===== config.mk =====
export PLATFORM = sky130hd
export DESIGN_NAME = hand_joystick_mapper_top
export DESIGN_NICKNAME = d
export VERILOG_FILES = /design/src/hjm_pkg.sv /design/src/hand_joystick_mapper_top.sv
export SDC_FILE = /design/constraint.sdc
export NUM_CORES = 2
export LEC_CHECK = 0
export BUFFER_PORTS_ARGS = -buffer_cell sky130_fd_sc_hd__buf_2
export CORE_UTILIZATION = 35
export CTS_CLUSTER_SIZE = 28
export DETAILED_ROUTE_END_ITERATION = 16
export PLACE_DENSITY = 0.6
export REMOVE_ABC_BUFFERS = 1
export SLEW_MARGIN = 20
export SYNTH_ARGS = -nofsm -noshare
export SYNTH_HDL_FRONTEND = slang
export SYNTH_SLANG_ARGS = --single-unit

===== constraint.sdc =====
create_clock -name i_clk -period 38.7 [get_ports i_clk]
set_input_delay 11.61 -clock i_clk [delete_from_list [all_inputs] [get_ports i_clk]]
set_output_delay 11.61 -clock i_clk [all_outputs]
set_load 0.005 [all_outputs]

===== src/hjm_pkg.sv =====
package hjm_pkg;

    // sequencer states
    typedef enum logic [4:0] {
        S_IDLE,
        S_CHECK,
        S_ACT_X,
        S_ACT_Y,
        S_ACT_R,
        S_SPD,
        S_SPD_E2,
        S_SPD_F2,
        S_DIV,
        S_SPD_FIN,
        S_ANG,
        S_CORDIC,
        S_TURN,
        S_REC_LO,
        S_REC_HI,
        S_REC_FIN,
        S_SQ_INIT,
        S_SQRT,
        S_MUL_LO,
        S_MUL_HI,
        S_TURN_FIN,
        S_OUT
    } t_state;

    // configuration register indexes
    typedef enum logic [3:0] {
        REG_CENTER_X   = 4'd0,
        REG_CENTER_Y   = 4'd1,
        REG_CENTER_Z   = 4'd2,
        REG_ACT_RADIUS = 4'd3,
        REG_HOLE       = 4'd4,
        REG_DONUT      = 4'd5,
        REG_TURN_THR   = 4'd6,
        REG_MAX_TURN   = 4'd7
    } t_reg_idx;

    localparam int DEACT_BUFFER = 640;
    localparam int ATAN_LEN     = 24;
    localparam int ZW           = 27;   // angle, Q16 degrees
    localparam int NUM_W        = 47;   // dividend
    localparam int DEN_W        = 30;   // divisor
    localparam int REM_W        = 31;
    localparam int QUO_W        = 33;
    localparam int CNT_W        = 6;
    localparam int MUL_A_W      = 32;
    localparam int MUL_B_W      = 17;
    localparam int ACC_W        = 65;
    localparam logic [ZW-1:0] DEG180 = ZW'(180 * 65536);
    localparam logic [16:0] SPEED_SAT = 17'd40000;
    // ceil(2^36 / 45), exact floor(u / 45) for u below 2^30
    localparam logic [MUL_A_W-1:0] RECIP_45 = 32'd1527099484;

    // arctangent of 2^-i in Q16 degrees
    function automatic logic [22:0] atan_q16(input logic [4:0] i);
        logic [22:0] v;
        unique case (i)
            5'd0:  v = 23'd2949120;
            5'd1:  v = 23'd1740967;
            5'd2:  v = 23'd919879;
            5'd3:  v = 23'd466945;
            5'd4:  v = 23'd234379;
            5'd5:  v = 23'd117304;
            5'd6:  v = 23'd58666;
            5'd7:  v = 23'd29335;
            5'd8:  v = 23'd14668;
            5'd9:  v = 23'd7334;
            5'd10: v = 23'd3667;
            5'd11: v = 23'd1833;
            5'd12: v = 23'd917;
            5'd13: v = 23'd458;
            5'd14: v = 23'd229;
            5'd15: v = 23'd115;
            5'd16: v = 23'd57;
            5'd17: v = 23'd29;
            5'd18: v = 23'd14;
            5'd19: v = 23'd7;
            5'd20: v = 23'd4;
            5'd21: v = 23'd2;
            5'd22: v = 23'd1;
            default: v = 23'd0;
        endcase
        return v;
    endfunction

endpackage


===== src/hand_joystick_mapper_top.sv =====
// channel | dir | handshake                      | payload
// s       | in  | i_s_tvalid / o_s_tready        | i_s_tdata: palm x,y,z, finger x,y,z
// m       | out | o_m_tvalid / i_m_tready        | o_m_tdata: fwd, right, turn, active
// cfg     | in  | i_cfg_valid / o_cfg_ready      | i_cfg_index, i_cfg_data
//
// a frame passes the check and the output stage when the joystick stays idle,
// adds the activation steps when an activation check runs, and while engaged
// also runs both speeds, the cordic and the turn law; the shared restoring divider
// (47 steps per speed) and the 32-step square root set most of it
// reset (i_rst_n low, synchronous) clears the engaged flag, the sequencer,
// the output valid and loads the register defaults
// a stalled output holds the finished beat; the next frame is taken meanwhile
// and waits at the output stage until the pending beat leaves
module hand_joystick_mapper_top import hjm_pkg::*; #(
    parameter int COORD_WIDTH  = 16,
    parameter int CORDIC_STEPS = 16
) (
    input  logic        i_clk,
    input  logic        i_rst_n,
    // palm_x, palm_y, palm_z, finger_x, finger_y, finger_z (lowest first)
    input  logic [((6*COORD_WIDTH+7)/8)*8-1:0] i_s_tdata,
    input  logic        i_s_tvalid,
    output logic        o_s_tready,
    // forward_speed, right_speed, turn_rate, active (lowest first)
    output logic [55:0] o_m_tdata,
    output logic        o_m_tvalid,
    input  logic        i_m_tready,
    input  logic        i_cfg_valid,
    output logic        o_cfg_ready,
    input  logic [3:0]  i_cfg_index,
    input  logic [15:0] i_cfg_data
);
    localparam int CW = COORD_WIDTH;
    localparam int DW = CW + 1;                       // coordinate difference
    localparam int XW = CW + 19;                      // cordic vector
    localparam int EW = ((CW > 16) ? CW : 16) + 2;    // activation compare
    localparam int SW = ((DW > 17) ? DW : 17) + 2;    // speed compare

    t_state r_state, n_state;

    // configuration
    logic signed [15:0] r_cx, r_cy, r_cz;
    logic [14:0] r_act_r, r_hole, r_donut, r_max_turn;
    logic [7:0]  r_thr;

    // frame and state
    logic signed [CW-1:0] r_px, r_py, r_pz, r_fx, r_fy, r_fz, r_ox, r_oy;
    logic r_eng;

    // datapath
    logic [14:0] r_ax, r_ay;
    logic        r_axis, r_neg;
    logic [16:0] r_e;
    logic [14:0] r_f;
    logic [24:0] r_u;
    logic [ACC_W-1:0] r_acc;
    logic [NUM_W-1:0] r_num;
    logic [DEN_W-1:0] r_den;
    logic [REM_W-1:0] r_rem;
    logic [QUO_W-1:0] r_quo, r_p;
    logic [CNT_W-1:0] r_cnt;
    logic [63:0] r_sqn;
    logic [35:0] r_srem;
    logic [31:0] r_root;
    logic signed [XW-1:0] r_x, r_y;
    logic signed [ZW-1:0] r_z;
    logic signed [15:0] r_fwd, r_rgt, r_turn;

    // output stage
    logic [55:0] r_m_data;
    logic        r_m_valid;

    assign o_s_tready  = (r_state == S_IDLE);
    assign o_cfg_ready = 1'b1;
    assign o_m_tdata   = r_m_data;
    assign o_m_tvalid  = r_m_valid;

    logic s_acc, out_free;
    assign s_acc    = i_s_tvalid && o_s_tready;
    assign out_free = !r_m_valid || i_m_tready;

    // ---- shared multiplier ----
    logic [MUL_A_W-1:0] mul_a;
    logic [MUL_B_W-1:0] mul_b;
    logic [MUL_A_W+MUL_B_W-1:0] mul_p;
    always_comb begin
        mul_a = '0;
        mul_b = '0;
        unique case (r_state)
            S_ACT_X:  begin mul_a = MUL_A_W'(r_ax);     mul_b = MUL_B_W'(r_ax); end
            S_ACT_Y:  begin mul_a = MUL_A_W'(r_ay);     mul_b = MUL_B_W'(r_ay); end
            S_ACT_R:  begin mul_a = MUL_A_W'(r_act_r);  mul_b = MUL_B_W'(r_act_r); end
            S_SPD_E2: begin mul_a = MUL_A_W'(r_e);      mul_b = r_e; end
            S_SPD_F2: begin mul_a = MUL_A_W'(r_f);      mul_b = MUL_B_W'(r_f); end
            S_REC_LO: begin mul_a = RECIP_45;           mul_b = r_u[16:0]; end
            S_REC_HI: begin mul_a = RECIP_45;           mul_b = MUL_B_W'(r_u[24:17]); end
            S_MUL_LO: begin mul_a = r_root;             mul_b = r_p[16:0]; end
            S_MUL_HI: begin mul_a = r_root;             mul_b = MUL_B_W'(r_p[32:17]); end
            default:  begin mul_a = '0;                 mul_b = '0; end
        endcase
    end
    assign mul_p = mul_a * mul_b;

    // ---- activation checks ----
    logic signed [EW-1:0] fz_e, cz_e, dxa, dya;
    logic [EW-1:0] axa, aya, r_e_w;
    logic above, below, in_box;
    always_comb begin
        fz_e  = EW'(r_fz);
        cz_e  = EW'(r_cz);
        dxa   = EW'(r_fx) - EW'(r_cx);
        dya   = EW'(r_fy) - EW'(r_cy);
        axa   = dxa[EW-1] ? EW'(-dxa) : EW'(dxa);
        aya   = dya[EW-1] ? EW'(-dya) : EW'(dya);
        r_e_w = EW'(r_act_r);
        above = fz_e > cz_e;
        below = fz_e < (cz_e - EW'(DEACT_BUFFER));
        in_box = (axa < r_e_w) && (aya < r_e_w);
    end

    // ---- speed setup ----
    logic signed [DW-1:0] pos;
    logic [DW-1:0] pos_abs;
    logic [SW-1:0] a_s, h_s, d_s, e_s, f_s;
    always_comb begin
        pos = r_axis ? (DW'(r_py) - DW'(r_oy)) : (DW'(r_px) - DW'(r_ox));
        pos_abs = pos[DW-1] ? DW'(-pos) : DW'(pos);
        a_s = SW'(pos_abs);
        h_s = SW'(r_hole);
        d_s = SW'(r_donut);
        e_s = a_s - h_s;
        f_s = d_s - h_s;
    end

    function automatic logic signed [15:0] speed_sat(input logic [16:0] mag,
                                                     input logic neg);
        logic signed [15:0] v;
        if (neg) begin
            v = (mag > 17'd32768) ? 16'sh8000 : 16'(-$signed({1'b0, mag}));
        end else begin
            v = (mag > 17'd32767) ? 16'sh7fff : 16'(mag);
        end
        return v;
    endfunction

    // ---- divider step ----
    logic [REM_W-1:0] rem_sh;
    logic div_ge;
    assign rem_sh = {r_rem[REM_W-2:0], r_num[NUM_W-1]};
    assign div_ge = rem_sh >= REM_W'(r_den);

    // ---- square root step ----
    logic [35:0] srem_sh, trial;
    logic sq_ge;
    assign srem_sh = {r_srem[33:0], r_sqn[63:62]};
    assign trial   = {2'b00, r_root, 2'b01};
    assign sq_ge   = srem_sh >= trial;

    // ---- cordic step ----
    logic signed [XW-1:0] xs, ys;
    logic [4:0] ci;
    assign ci = r_cnt[4:0];
    assign xs = r_x >>> ci;
    assign ys = r_y >>> ci;

    // ---- angle setup ----
    logic signed [DW-1:0] dy, dz;
    assign dy = DW'(r_fy) - DW'(r_py);
    assign dz = DW'(r_fz) - DW'(r_pz);

    // ---- p = floor(u * 2^14 / 90) from k = floor(u / 45), u = 45k + r ----
    // p = 8192k + floor(8192r / 45) = 8192k + 182r + (2r >= 45)
    logic [20:0] rec_k;
    logic [26:0] rec_45k;
    logic [5:0]  rec_r;
    logic [QUO_W-1:0] rec_p;
    always_comb begin
        rec_k   = r_acc[56:36];
        rec_45k = 27'({rec_k, 5'b0}) + 27'({rec_k, 3'b0}) + 27'({rec_k, 2'b0})
                  + 27'(rec_k);
        rec_r   = 6'(27'(r_u) - rec_45k);
        rec_p   = QUO_W'({rec_k, 13'b0}) + QUO_W'(rec_r) * QUO_W'(182)
                  + QUO_W'(rec_r >= 6'd23);
    end

    // ---- turn ----
    logic [ZW-1:0] z_abs, thr_q;
    logic [34:0] q_val;
    logic [37:0] six_q;
    logic [18:0] tmag;
    logic [14:0] tmag_c;
    always_comb begin
        z_abs = r_z[ZW-1] ? ZW'(-r_z) : ZW'(r_z);
        thr_q = ZW'({r_thr, 16'b0});
        q_val = r_acc[64:30];
        six_q = {1'b0, q_val, 2'b00} + {2'b00, q_val, 1'b0};
        tmag  = 19'((six_q + 38'd262144) >> 19);
        tmag_c = (tmag > 19'd32767) ? 15'h7fff : tmag[14:0];
        if (tmag_c > r_max_turn) tmag_c = r_max_turn;
    end

    logic eng_after;
    assign eng_after = r_eng && !(!above && below);

    // ---- next state ----
    always_comb begin
        n_state = r_state;
        unique case (r_state)
            S_IDLE:    if (s_acc) n_state = S_CHECK;
            S_CHECK: begin
                if (above && !r_eng && in_box) n_state = S_ACT_X;
                else if (eng_after) n_state = S_SPD;
                else n_state = S_OUT;
            end
            S_ACT_X:   n_state = S_ACT_Y;
            S_ACT_Y:   n_state = S_ACT_R;
            S_ACT_R:   n_state = (r_acc < ACC_W'(mul_p)) ? S_SPD : S_OUT;
            S_SPD: begin
                if (a_s <= h_s || d_s <= h_s || e_s > ((f_s << 1) + f_s))
                    n_state = r_axis ? S_ANG : S_SPD;
                else
                    n_state = S_SPD_E2;
            end
            S_SPD_E2:  n_state = S_SPD_F2;
            S_SPD_F2:  n_state = S_DIV;
            S_DIV: begin
                if (r_cnt == '0) n_state = S_SPD_FIN;
            end
            S_SPD_FIN: n_state = r_axis ? S_ANG : S_SPD;
            S_ANG:     n_state = (dy == '0) ? S_TURN : S_CORDIC;
            S_CORDIC:  if (r_cnt == CNT_W'(CORDIC_STEPS - 1)) n_state = S_TURN;
            S_TURN:    n_state = (z_abs < thr_q) ? S_OUT : S_REC_LO;
            S_REC_LO:  n_state = S_REC_HI;
            S_REC_HI:  n_state = S_REC_FIN;
            S_REC_FIN: n_state = S_SQ_INIT;
            S_SQ_INIT: n_state = S_SQRT;
            S_SQRT:    if (r_cnt == '0) n_state = S_MUL_LO;
            S_MUL_LO:  n_state = S_MUL_HI;
            S_MUL_HI:  n_state = S_TURN_FIN;
            S_TURN_FIN: n_state = S_OUT;
            S_OUT:     if (out_free) n_state = S_IDLE;
            default:   n_state = S_IDLE;
        endcase
    end

    always_ff @(posedge i_clk) begin
        if (!i_rst_n) begin
            r_state <= S_IDLE;
        end else begin
            r_state <= n_state;
        end
    end

    // ---- configuration and control ----
    always_ff @(posedge i_clk) begin
        if (!i_rst_n) begin
            r_cx <= 16'sd3840;
            r_cy <= -16'sd640;
            r_cz <= 16'sd2880;
            r_act_r <= 15'd1280;
            r_hole <= 15'd128;
            r_donut <= 15'd640;
            r_thr <= 8'd10;
            r_max_turn <= 15'd3072;
            r_eng <= 1'b0;
            r_m_valid <= 1'b0;
        end else begin
            if (i_cfg_valid) begin
                unique case (i_cfg_index)
                    REG_CENTER_X:   r_cx <= i_cfg_data;
                    REG_CENTER_Y:   r_cy <= i_cfg_data;
                    REG_CENTER_Z:   r_cz <= i_cfg_data;
                    REG_ACT_RADIUS: r_act_r <= i_cfg_data[14:0];
                    REG_HOLE:       r_hole <= i_cfg_data[14:0];
                    REG_DONUT:      r_donut <= i_cfg_data[14:0];
                    REG_TURN_THR:   r_thr <= i_cfg_data[7:0];
                    REG_MAX_TURN:   r_max_turn <= i_cfg_data[14:0];
                    default: ;
                endcase
            end
            if (r_state == S_CHECK) r_eng <= eng_after;
            if (r_state == S_ACT_R && r_acc < ACC_W'(mul_p)) r_eng <= 1'b1;
            if (r_state == S_OUT && out_free) begin
                r_m_valid <= 1'b1;
            end else if (r_m_valid && i_m_tready) begin
                r_m_valid <= 1'b0;
            end
        end
    end

    // ---- datapath ----
    always_ff @(posedge i_clk) begin
        unique case (r_state)
            S_IDLE: begin
                if (s_acc) begin
                    r_px <= i_s_tdata[0*CW +: CW];
                    r_py <= i_s_tdata[1*CW +: CW];
                    r_pz <= i_s_tdata[2*CW +: CW];
                    r_fx <= i_s_tdata[3*CW +: CW];
                    r_fy <= i_s_tdata[4*CW +: CW];
                    r_fz <= i_s_tdata[5*CW +: CW];
                end
            end
            S_CHECK: begin
                r_fwd  <= '0;
                r_rgt  <= '0;
                r_turn <= '0;
                r_axis <= 1'b0;
                r_ax   <= axa[14:0];
                r_ay   <= aya[14:0];
            end
            S_ACT_X: r_acc <= ACC_W'(mul_p);
            S_ACT_Y: r_acc <= r_acc + ACC_W'(mul_p);
            S_ACT_R: begin
                if (r_acc < ACC_W'(mul_p)) begin
                    r_ox <= r_px;
                    r_oy <= r_py;
                end
            end
            S_SPD: begin
                r_neg <= pos[DW-1];
                r_e   <= e_s[16:0];
                r_f   <= f_s[14:0];
                if (a_s <= h_s || d_s <= h_s || e_s > ((f_s << 1) + f_s)) begin
                    // dead zone gives zero, far outside the donut saturates
                    if (r_axis) begin
                        r_rgt <= (a_s <= h_s || d_s <= h_s) ? 16'sd0
                                 : speed_sat(SPEED_SAT, pos[DW-1]);
                    end else begin
                        r_fwd <= (a_s <= h_s || d_s <= h_s) ? 16'sd0
                                 : speed_sat(SPEED_SAT, pos[DW-1]);
                        r_axis <= 1'b1;
                    end
                end
            end
            S_SPD_E2: r_acc <= ACC_W'(mul_p);
            S_SPD_F2: begin
                // rounded quotient: (e^2 * 4096 + den/2) / den
                r_den <= DEN_W'(mul_p);
                r_num <= {r_acc[34:0], 12'b0} + NUM_W'(mul_p[DEN_W-1:1]);
                r_rem <= '0;
                r_quo <= '0;
                r_cnt <= CNT_W'(NUM_W - 1);
            end
            S_DIV: begin
                r_rem <= div_ge ? (rem_sh - REM_W'(r_den)) : rem_sh;
                r_quo <= {r_quo[QUO_W-2:0], div_ge};
                r_num <= {r_num[NUM_W-2:0], 1'b0};
                r_cnt <= r_cnt - 1'b1;
            end
            S_SPD_FIN: begin
                if (r_axis) begin
                    r_rgt <= speed_sat(r_quo[16:0], r_neg);
                end else begin
                    r_fwd <= speed_sat(r_quo[16:0], r_neg);
                    r_axis <= 1'b1;
                end
            end
            S_ANG: begin
                r_cnt <= '0;
                if (dy == '0) begin
                    r_z <= dz[DW-1] ? $signed(DEG180) : '0;
                end else if (dz[DW-1]) begin
                    r_x <= -$signed({{2{dz[DW-1]}}, dz, 16'b0});
                    r_y <= -$signed({{2{dy[DW-1]}}, dy, 16'b0});
                    r_z <= dy[DW-1] ? -$signed(DEG180) : $signed(DEG180);
                end else begin
                    r_x <= {{2{dz[DW-1]}}, dz, 16'b0};
                    r_y <= {{2{dy[DW-1]}}, dy, 16'b0};
                    r_z <= '0;
                end
            end
            S_CORDIC: begin
                if (!r_y[XW-1]) begin
                    r_x <= r_x + ys;
                    r_y <= r_y - xs;
                    r_z <= r_z + $signed(ZW'(atan_q16(ci)));
                end else begin
                    r_x <= r_x - ys;
                    r_y <= r_y + xs;
                    r_z <= r_z - $signed(ZW'(atan_q16(ci)));
                end
                r_cnt <= r_cnt + 1'b1;
            end
            S_TURN: begin
                // u = |angle| - threshold, divided by 90 through a reciprocal
                r_neg <= r_z[ZW-1];
                r_u   <= 25'(z_abs - thr_q);
            end
            S_REC_LO: r_acc <= ACC_W'(mul_p);
            S_REC_HI: r_acc <= r_acc + (ACC_W'(mul_p) << 17);
            S_REC_FIN: r_quo <= rec_p;
            S_SQ_INIT: begin
                r_p    <= r_quo;
                r_sqn  <= {1'b0, r_quo, 30'b0};
                r_srem <= '0;
                r_root <= '0;
                r_cnt  <= CNT_W'(31);
            end
            S_SQRT: begin
                r_srem <= sq_ge ? (srem_sh - trial) : srem_sh;
                r_root <= {r_root[30:0], sq_ge};
                r_sqn  <= {r_sqn[61:0], 2'b00};
                r_cnt  <= r_cnt - 1'b1;
            end
            S_MUL_LO: r_acc <= ACC_W'(mul_p);
            S_MUL_HI: r_acc <= r_acc + (ACC_W'(mul_p) << 17);
            S_TURN_FIN: begin
                r_turn <= r_neg ? 16'(-$signed({1'b0, tmag_c}))
                                : 16'(tmag_c);
            end
            S_OUT: begin
                if (out_free) begin
                    r_m_data <= {7'b0, r_eng, r_turn, r_rgt, r_fwd};
                end
            end
            default: ;
        endcase
    end

    // ---- checks ----
    logic signed [15:0] out_turn;
    logic [16:0] out_turn_mag;
    assign out_turn     = o_m_tdata[47:32];
    assign out_turn_mag = out_turn[15] ? 17'(-$signed({out_turn[15], out_turn}))
                                       : 17'(out_turn);

    a_idle_zero: assert property (@(posedge i_clk) disable iff (!i_rst_n)
        o_m_tvalid && !o_m_tdata[48] |-> o_m_tdata[47:0] == 48'd0)
        else $error("disengaged beat carries nonzero rates");

    a_turn_clamp: assert property (@(posedge i_clk) disable iff (!i_rst_n)
        o_m_tvalid |-> out_turn_mag <= 17'(r_max_turn))
        else $error("turn rate beyond limit");

    a_busy: assert property (@(posedge i_clk) disable iff (!i_rst_n)
        s_acc |=> !o_s_tready)
        else $error("ready right after a frame was taken");

endmodule


# After elaboration in Yosys (flattened, before gate mapping)
# Memories as Yosys holds them, arrays and structs flattened. A register that Yosys moved wholly into a read port is not among the register bits.
# Index checks and enable logic that the tools add are counted.
dict set report word_totals {
  reg_bits 908
  wordCells 271
  out_inout_bits 59
  romBits 1408
  mem_count 2
  input_bits 121
}
# memory words word_bits rd rd_clocked_by_memory_dff wr line
set memory_table {}
lappend memory_table {{(no name shown)} 32 22 1 1 0 hjm_pkg.sv:60} ;# unique case (i)
lappend memory_table {{(no name shown)} 32 22 1 1 0 hjm_pkg.sv:60}
dict set report op_classes {
  addsub 40
  reduce_logical 52
  mux 74
  n_shift 2
  n_lt_le_gt_ge 16
  n_mul 2
  n_eq_ne 40
}
# operator count
set ops {}
lappend ops {{one-hot mux 32 bit (7 select lines)} 1}
lappend ops {{two-way mux 35 bit} 6}
lappend ops {{one-hot mux 65 bit (3 select lines)} 1}
lappend ops {{two-way mux 16 bit} 12}
lappend ops {{one-hot mux 17 bit (9 select lines)} 1}
lappend ops {{one-hot mux 35 bit (2 select lines)} 2}
lappend ops {{two-way mux 27 bit} 5}
lappend ops {{one-hot mux 64 bit (2 select lines)} 1}
lappend ops {{one-hot mux 5 bit (22 select lines)} 1}
lappend ops {{subtractor 16 x 16 -> 17 bit} 6}
lappend ops {{one-hot mux 33 bit (3 select lines)} 1}
lappend ops {{one-hot mux 16 bit (3 select lines)} 2}
lappend ops {{one-hot mux 47 bit (2 select lines)} 1}
lappend ops {{two-way mux 23 bit} 4}
lappend ops {{adder 35 bit} 2}
lappend ops {{negation 33 -> 35 bit} 2}
lappend ops {{>>> shifter 35 x 5 -> 35 bit} 2}
lappend ops {{subtractor 35 bit} 2}
lappend ops {{one-hot mux 34 bit (2 select lines)} 1}
lappend ops {{adder 65 x 49 -> 65 bit} 1}
lappend ops {{adder 65 bit} 1}
lappend ops {{< comparator 65 x 49 -> 1 bit} 1}
lappend ops {{one-hot mux 32 bit (2 select lines)} 1}
lappend ops {{one-hot mux 30 bit (2 select lines)} 1}
lappend ops {{other kinds (80)} 168}

# Longest topological paths before layout
dict set report logic_depth {
  ltp_word 10
  ltp_mapped 48
  mapped_depth_nobuf 45
}

# Worst setup path after synthesis
# OpenSTA, ideal clock, no wires.
dict set report synth_path {
  path_kind {in2reg}
  from {in i_m_tready}
  to {reg r_m_data[0] (netlist: o_m_tdata[0]), enable pin}
  path_slack_ns 21.796
  stages 2
  t_required_ns 38.123
  setup_time_ns 0.577
  arrival_ns 16.327
  n_path_buf 0
  cell_sequence {nor2b_1 -> nor4_1}
}
dict set report synth_between {
  elab_chain_cells 2
}
# element line
set synth_rtl {}
lappend synth_rtl {{from (decl)} hand_joystick_mapper_top.sv:27} ;# input logic i_m_tready,
lappend synth_rtl {{logical OR 1 bit} hand_joystick_mapper_top.sv:80} ;# assign out_free = !r_m_valid || i_m_tready;
lappend synth_rtl {{AND reduction 2 bit (no line)} n/a}
lappend synth_rtl {{to (signal assigned)} hand_joystick_mapper_top.sv:414} ;# r_m_data <= {7'b0, r_eng, r_turn, r_rgt, r_fwd};
lappend synth_rtl {{to (decl)} hand_joystick_mapper_top.sv:70} ;# logic [55:0] r_m_data;
# Every way passes these cells.
# A chain may end at the register's enable or synchronous reset.

# Worst setup path after layout
dict set report layout_path {
  from {reg r_state[2]}
  to {out o_s_tready}
}
dict set report layout_between {
  elab_chain_cells 1
}
# element line
set layout_rtl {}
lappend layout_rtl {{from (decl)} hand_joystick_mapper_top.sv:39} ;# t_state r_state, n_state;
lappend layout_rtl {{from (signal assigned)} hand_joystick_mapper_top.sv:250} ;# r_state <= n_state;
lappend layout_rtl {{zero test 5 bit} hand_joystick_mapper_top.sv:73} ;# assign o_s_tready = (r_state == S_IDLE);
lappend layout_rtl {{to (decl)} hand_joystick_mapper_top.sv:23} ;# output logic o_s_tready,
# Every way passes these cells.

==> summary.md <==
| Metric | Value |
|---|---|
| Async S/R FF share, synth | 0% |
| EDFF count, synth | 755 |
| Clock skew | 0.0949 ns |
| Slew HR | approximately 14% |
| CTS clk-pin slew, worst paths | 0.06 ns |
| Most frequent cells in the layout | 1174 x nand2_1, 1034 x inv_1, 819 x ha_1 |
| Routed length on met3 | 18000 microns |
| Commonest non-fill, non-tap cell in the layout | nand2_1 |
| Slew @ Worst Pin | 1.29 ns |
| Vias in the first global route | 71200 |
| WHS Endpoint | o_m_tdata[21]$_DFFE_PP_ |
| Die extent in y | 503 microns |
| Vias per cell | ~5.5 |
| Post-DR wirelength/cell | 21.4 microns |
| Post-CTS sizing | 0 |
| Final Cell Area | 96300 sq um |
| Initial Util | around a third |
| Hold Fails Final Rpt | 0 |
| CTS tree | done |
| NetSw | 2870 uW |
| Critical Setup Path Class | reg -> out |
| Final setup TNS | 0 ns |
| Hold path depth | 0 |
| Met2 wire len | 134000 microns |
| Unrepaired setup endpoints after global routing | false |
| Post-synthesis sequential area ratio | 29.1% |
| Pins Over Slew Limit | 0 |
| GP Congestion | 0.970 |
| Pre-Repair DR Iteration Count | 6 |
| Initial antenna violation count | 4 |
| Final Critical Period | 14.31 ns |
| Clock Tree Buf Depth | 3 |
| Worst vdd ir | 0.000185 V |
| Synth cell types | 98 |
| Post-synthesis adder-cell area fraction | a little under a quarter |
| Worst-Skew Late Latency | a little over 0.8 ns |
| Crit Reg-Reg Startpoint | r_state[2]$_SDFFE_PN0P_ |
| Compound-Gate Fraction of Synth Area | 16.4% |
| Max Fclk | 0.0699 GHz |
| Sw frac | 46.4% |
| Setup crit start | r_state[2]$_SDFFE_PN0P_ |
| Reg-to-reg endpoint | r_acc[55]$_DFFE_PP_ |
| P_int | between 3000 and 4000 uW |
| Setup repair bufs after CTS | 0 |
| Global route overflow | 0 |
| GRT Total Usage | 21.7% |
| Core Box Area | 249000 sq um |
| Synth Area in XOR/XNOR | 6.44% |
| PD cells | 64.3 nW/um^2 |
| Worst Hold Class | reg -> reg |
| CP arrival | 2.70 ns |
| Startpoint Class | flip-flop |
| CP peak stage delay | 0.60 ns |
| CP max stage cell | dfxtp_1 |
| Seq cells post-synth | 900 |
| Min-delay src | r_rgt[5]$_DFFE_PP_ |
| R2R cell count | 35 |
| Initial drt markers | a little over 6000 |
| CP max FO | 27 |
| Die Width | 503 microns |
| Uppermost layer routed | met5 |
| R2r setup slk | 24.57 ns |
| Largest family of logic cells by synthesized area | adder cells |
| Max cap viols | 0 |
| Yosys warning count | 0 |
| DRC | 0 |
| Post-DP HPWL | 217000 microns |
| Simple-gate area share of the yosys netlist | 15.0% |
| H-tree levels | 3 |
| Routed wire length | 279000 microns |
| Syn-to-layout area delta | 9.37% |
| Worst path bufs/invs | 2 |
| Critical Path RT | roughly 27 ns |
| Row count | between 150 and 200 |
| First-pass GRT wire length | 426000 microns |
| I/O Buffers | 171 |
| Routed Antenna Nets | 0 |
| Nature of the critical path endpoint | output pin |
| CP Cell Sequence | or3_1, nor3_1, buf_4, buf_2 |
| Ports | 180 |
| Largest net degree at the start of global routing | 94 |
| CP top delay family | simple AND/OR/NAND/NOR gates |
| Avg Inst Size Synth | a little over 9 sq um |
| Placed Area | between 90000 and 100000 sq um |
| Placed Cells | between 10000 and 15000 |
| TritonCTS Buffers | 108 |
| Post-synthesis mux area share | 4.27% |
| Post-route non-filler standard cell count | roughly 13000 |
| Die area | 254000 sq um |
| TritonCTS Sinks | 900 |
| Fin nets | 11000 |
| Primary FF master, synth | edfxtp_1 |
| Tcrit/Tclk final | 37.0% |
| DRT met1 WL | 117000 microns |
| Leak Pwr | 0.0402 uW |
| Vias after detailed routing | between 70000 and 80000 |
| Synthesized area | 88000 sq um |
| Setup violators final | 0 |
| Status | finished, final reports clean |
| Power share of the clock group | 17.5% |
| Logic pwr share | between 50 and 60% |
| Root Buffer | clkbuf_16 |
| Share of power burned in registers | 22.7% |
| Layout cells sized above 1 | approximately 7.3% |
| Hold bufs inserted after CTS | 0 |
| Post-Synthesis Cells | 9613 |
## power groups by stage
stage	combinational [uW]	sequential (uW)	clock, uW
floorplan	2610	1400	0
detailed placement	3640	1420	0
finish	3700	1400	1080
global route	4080	1410	1140
CTS	3670	1400	1100
global placement	3590	1420	0
## how the worst max path moves through the flow
stage	endpoint	slack, ns	cells after the start
3_5_place_dp	r_acc[55]$_DFFE_PP_	24.99	38
2_1_floorplan	o_m_tdata[0]$_DFFE_PP_	21.80	2
5_1_grt	r_acc[55]$_DFFE_PP_	23.98	38
3_3_place_gp	r_fx[7]$_DFFE_PP_	25.17	3
4_1_cts	o_s_tready	24.31	4
6_report	o_s_tready	24.39	4
## cells in the mapped netlist (90+ instances only)
| library cell | number | area (sq um) |
|---|---|---|
| nand2_1 | 1176 | 4410 |
| inv_1 | 1035 | 3880 |
| ha_1 | 819 | 10200 |
| edfxtp_1 | 755 | 22700 |
| nor2_1 | 738 | 2770 |
| a21oi_1 | 586 | 2930 |
| fa_1 | 481 | 9630 |
| o21ai_0 | 433 | 2170 |
| xnor2_1 | 403 | 3530 |
| clkbuf_1 | 330 | 1240 |
| xor2_1 | 244 | 2140 |
| a21o_1 | 222 | 1670 |
| nor3_1 | 146 | 731 |
| dfxtp_1 | 145 | 2900 |
| nand3_1 | 128 | 641 |
| mux4_2 | 114 | 2570 |
| a21boi_0 | 107 | 803 |
| and2_1 | 97 | 607 |
| o21a_1 | 93 | 698 |
| nor2b_1 | 92 | 576 |
| mux2i_1 | 90 | 901 |
## final cells by class
type	instances	area, sq um
Inverter	1038	3900
Sequential cell	900	25600
Timing Repair Buffer	284	1720
Tap cell	3330	4170
Clock buffer	123	2820
Clock inverter	79	920
Antenna cell	2	5.00
Fill cell	24700	153000
Multi-Input combinational cell	7282	57200
## worst register-to-register path: cells and delay by family (launching register included)
kind	cells	cell delay, ns
and+or+nand+nor	8	3.29
adders and majority gates	8	4.01
DFF	1	0.91
buffers and inverters	3	0.16
AOI/OAI and AO/OA	15	5.02
xor gates and xnor gates	1	0.44
## flip-flops by register name (all words and copies together) (netlist names), 34 cells and up, named ones only
signal,flops
o_m_tdata,49
r_acc,65
r_num,47
r_sqn,34
r_srem,34
r_x,35
r_y,35
## per-stage QoR
stage          power (uW)  hold WS (ns)  setup WS, ns  utilization, %
3_5_place_dp         5060         0.405         24.99            37.1
3_3_place_gp         5010         0.402         25.17            37.1
2_1_floorplan        4020         0.400         21.80               -
4_1_cts              6170         0.412         24.31            38.6
5_1_grt              6640         0.416         23.98            38.6
6_report             6190         0.412         24.39            38.6
## cells by family after synthesis
| family | Yosys count |
|---|---|
| adders and majority gates | 1300 |
| buffers and inverters | 1437 |
| and+or+nand+nor | 2885 |
| muxes | 230 |
| xor gates and xnor gates | 647 |
| AOI/OAI and AO/OA | 2212 |
| other | 2 |
| DFF | 900 |
## layer usage
metal | GRT usage (%) | up-vias
met5 | 0 | -
met4 | 7.10 | 4
met3 | 3.06 | 449
met2 | 37.1 | 2485
met1 | 28.0 | 35600
li1 | - | 33700
Power figures use the tool's default switching activity.
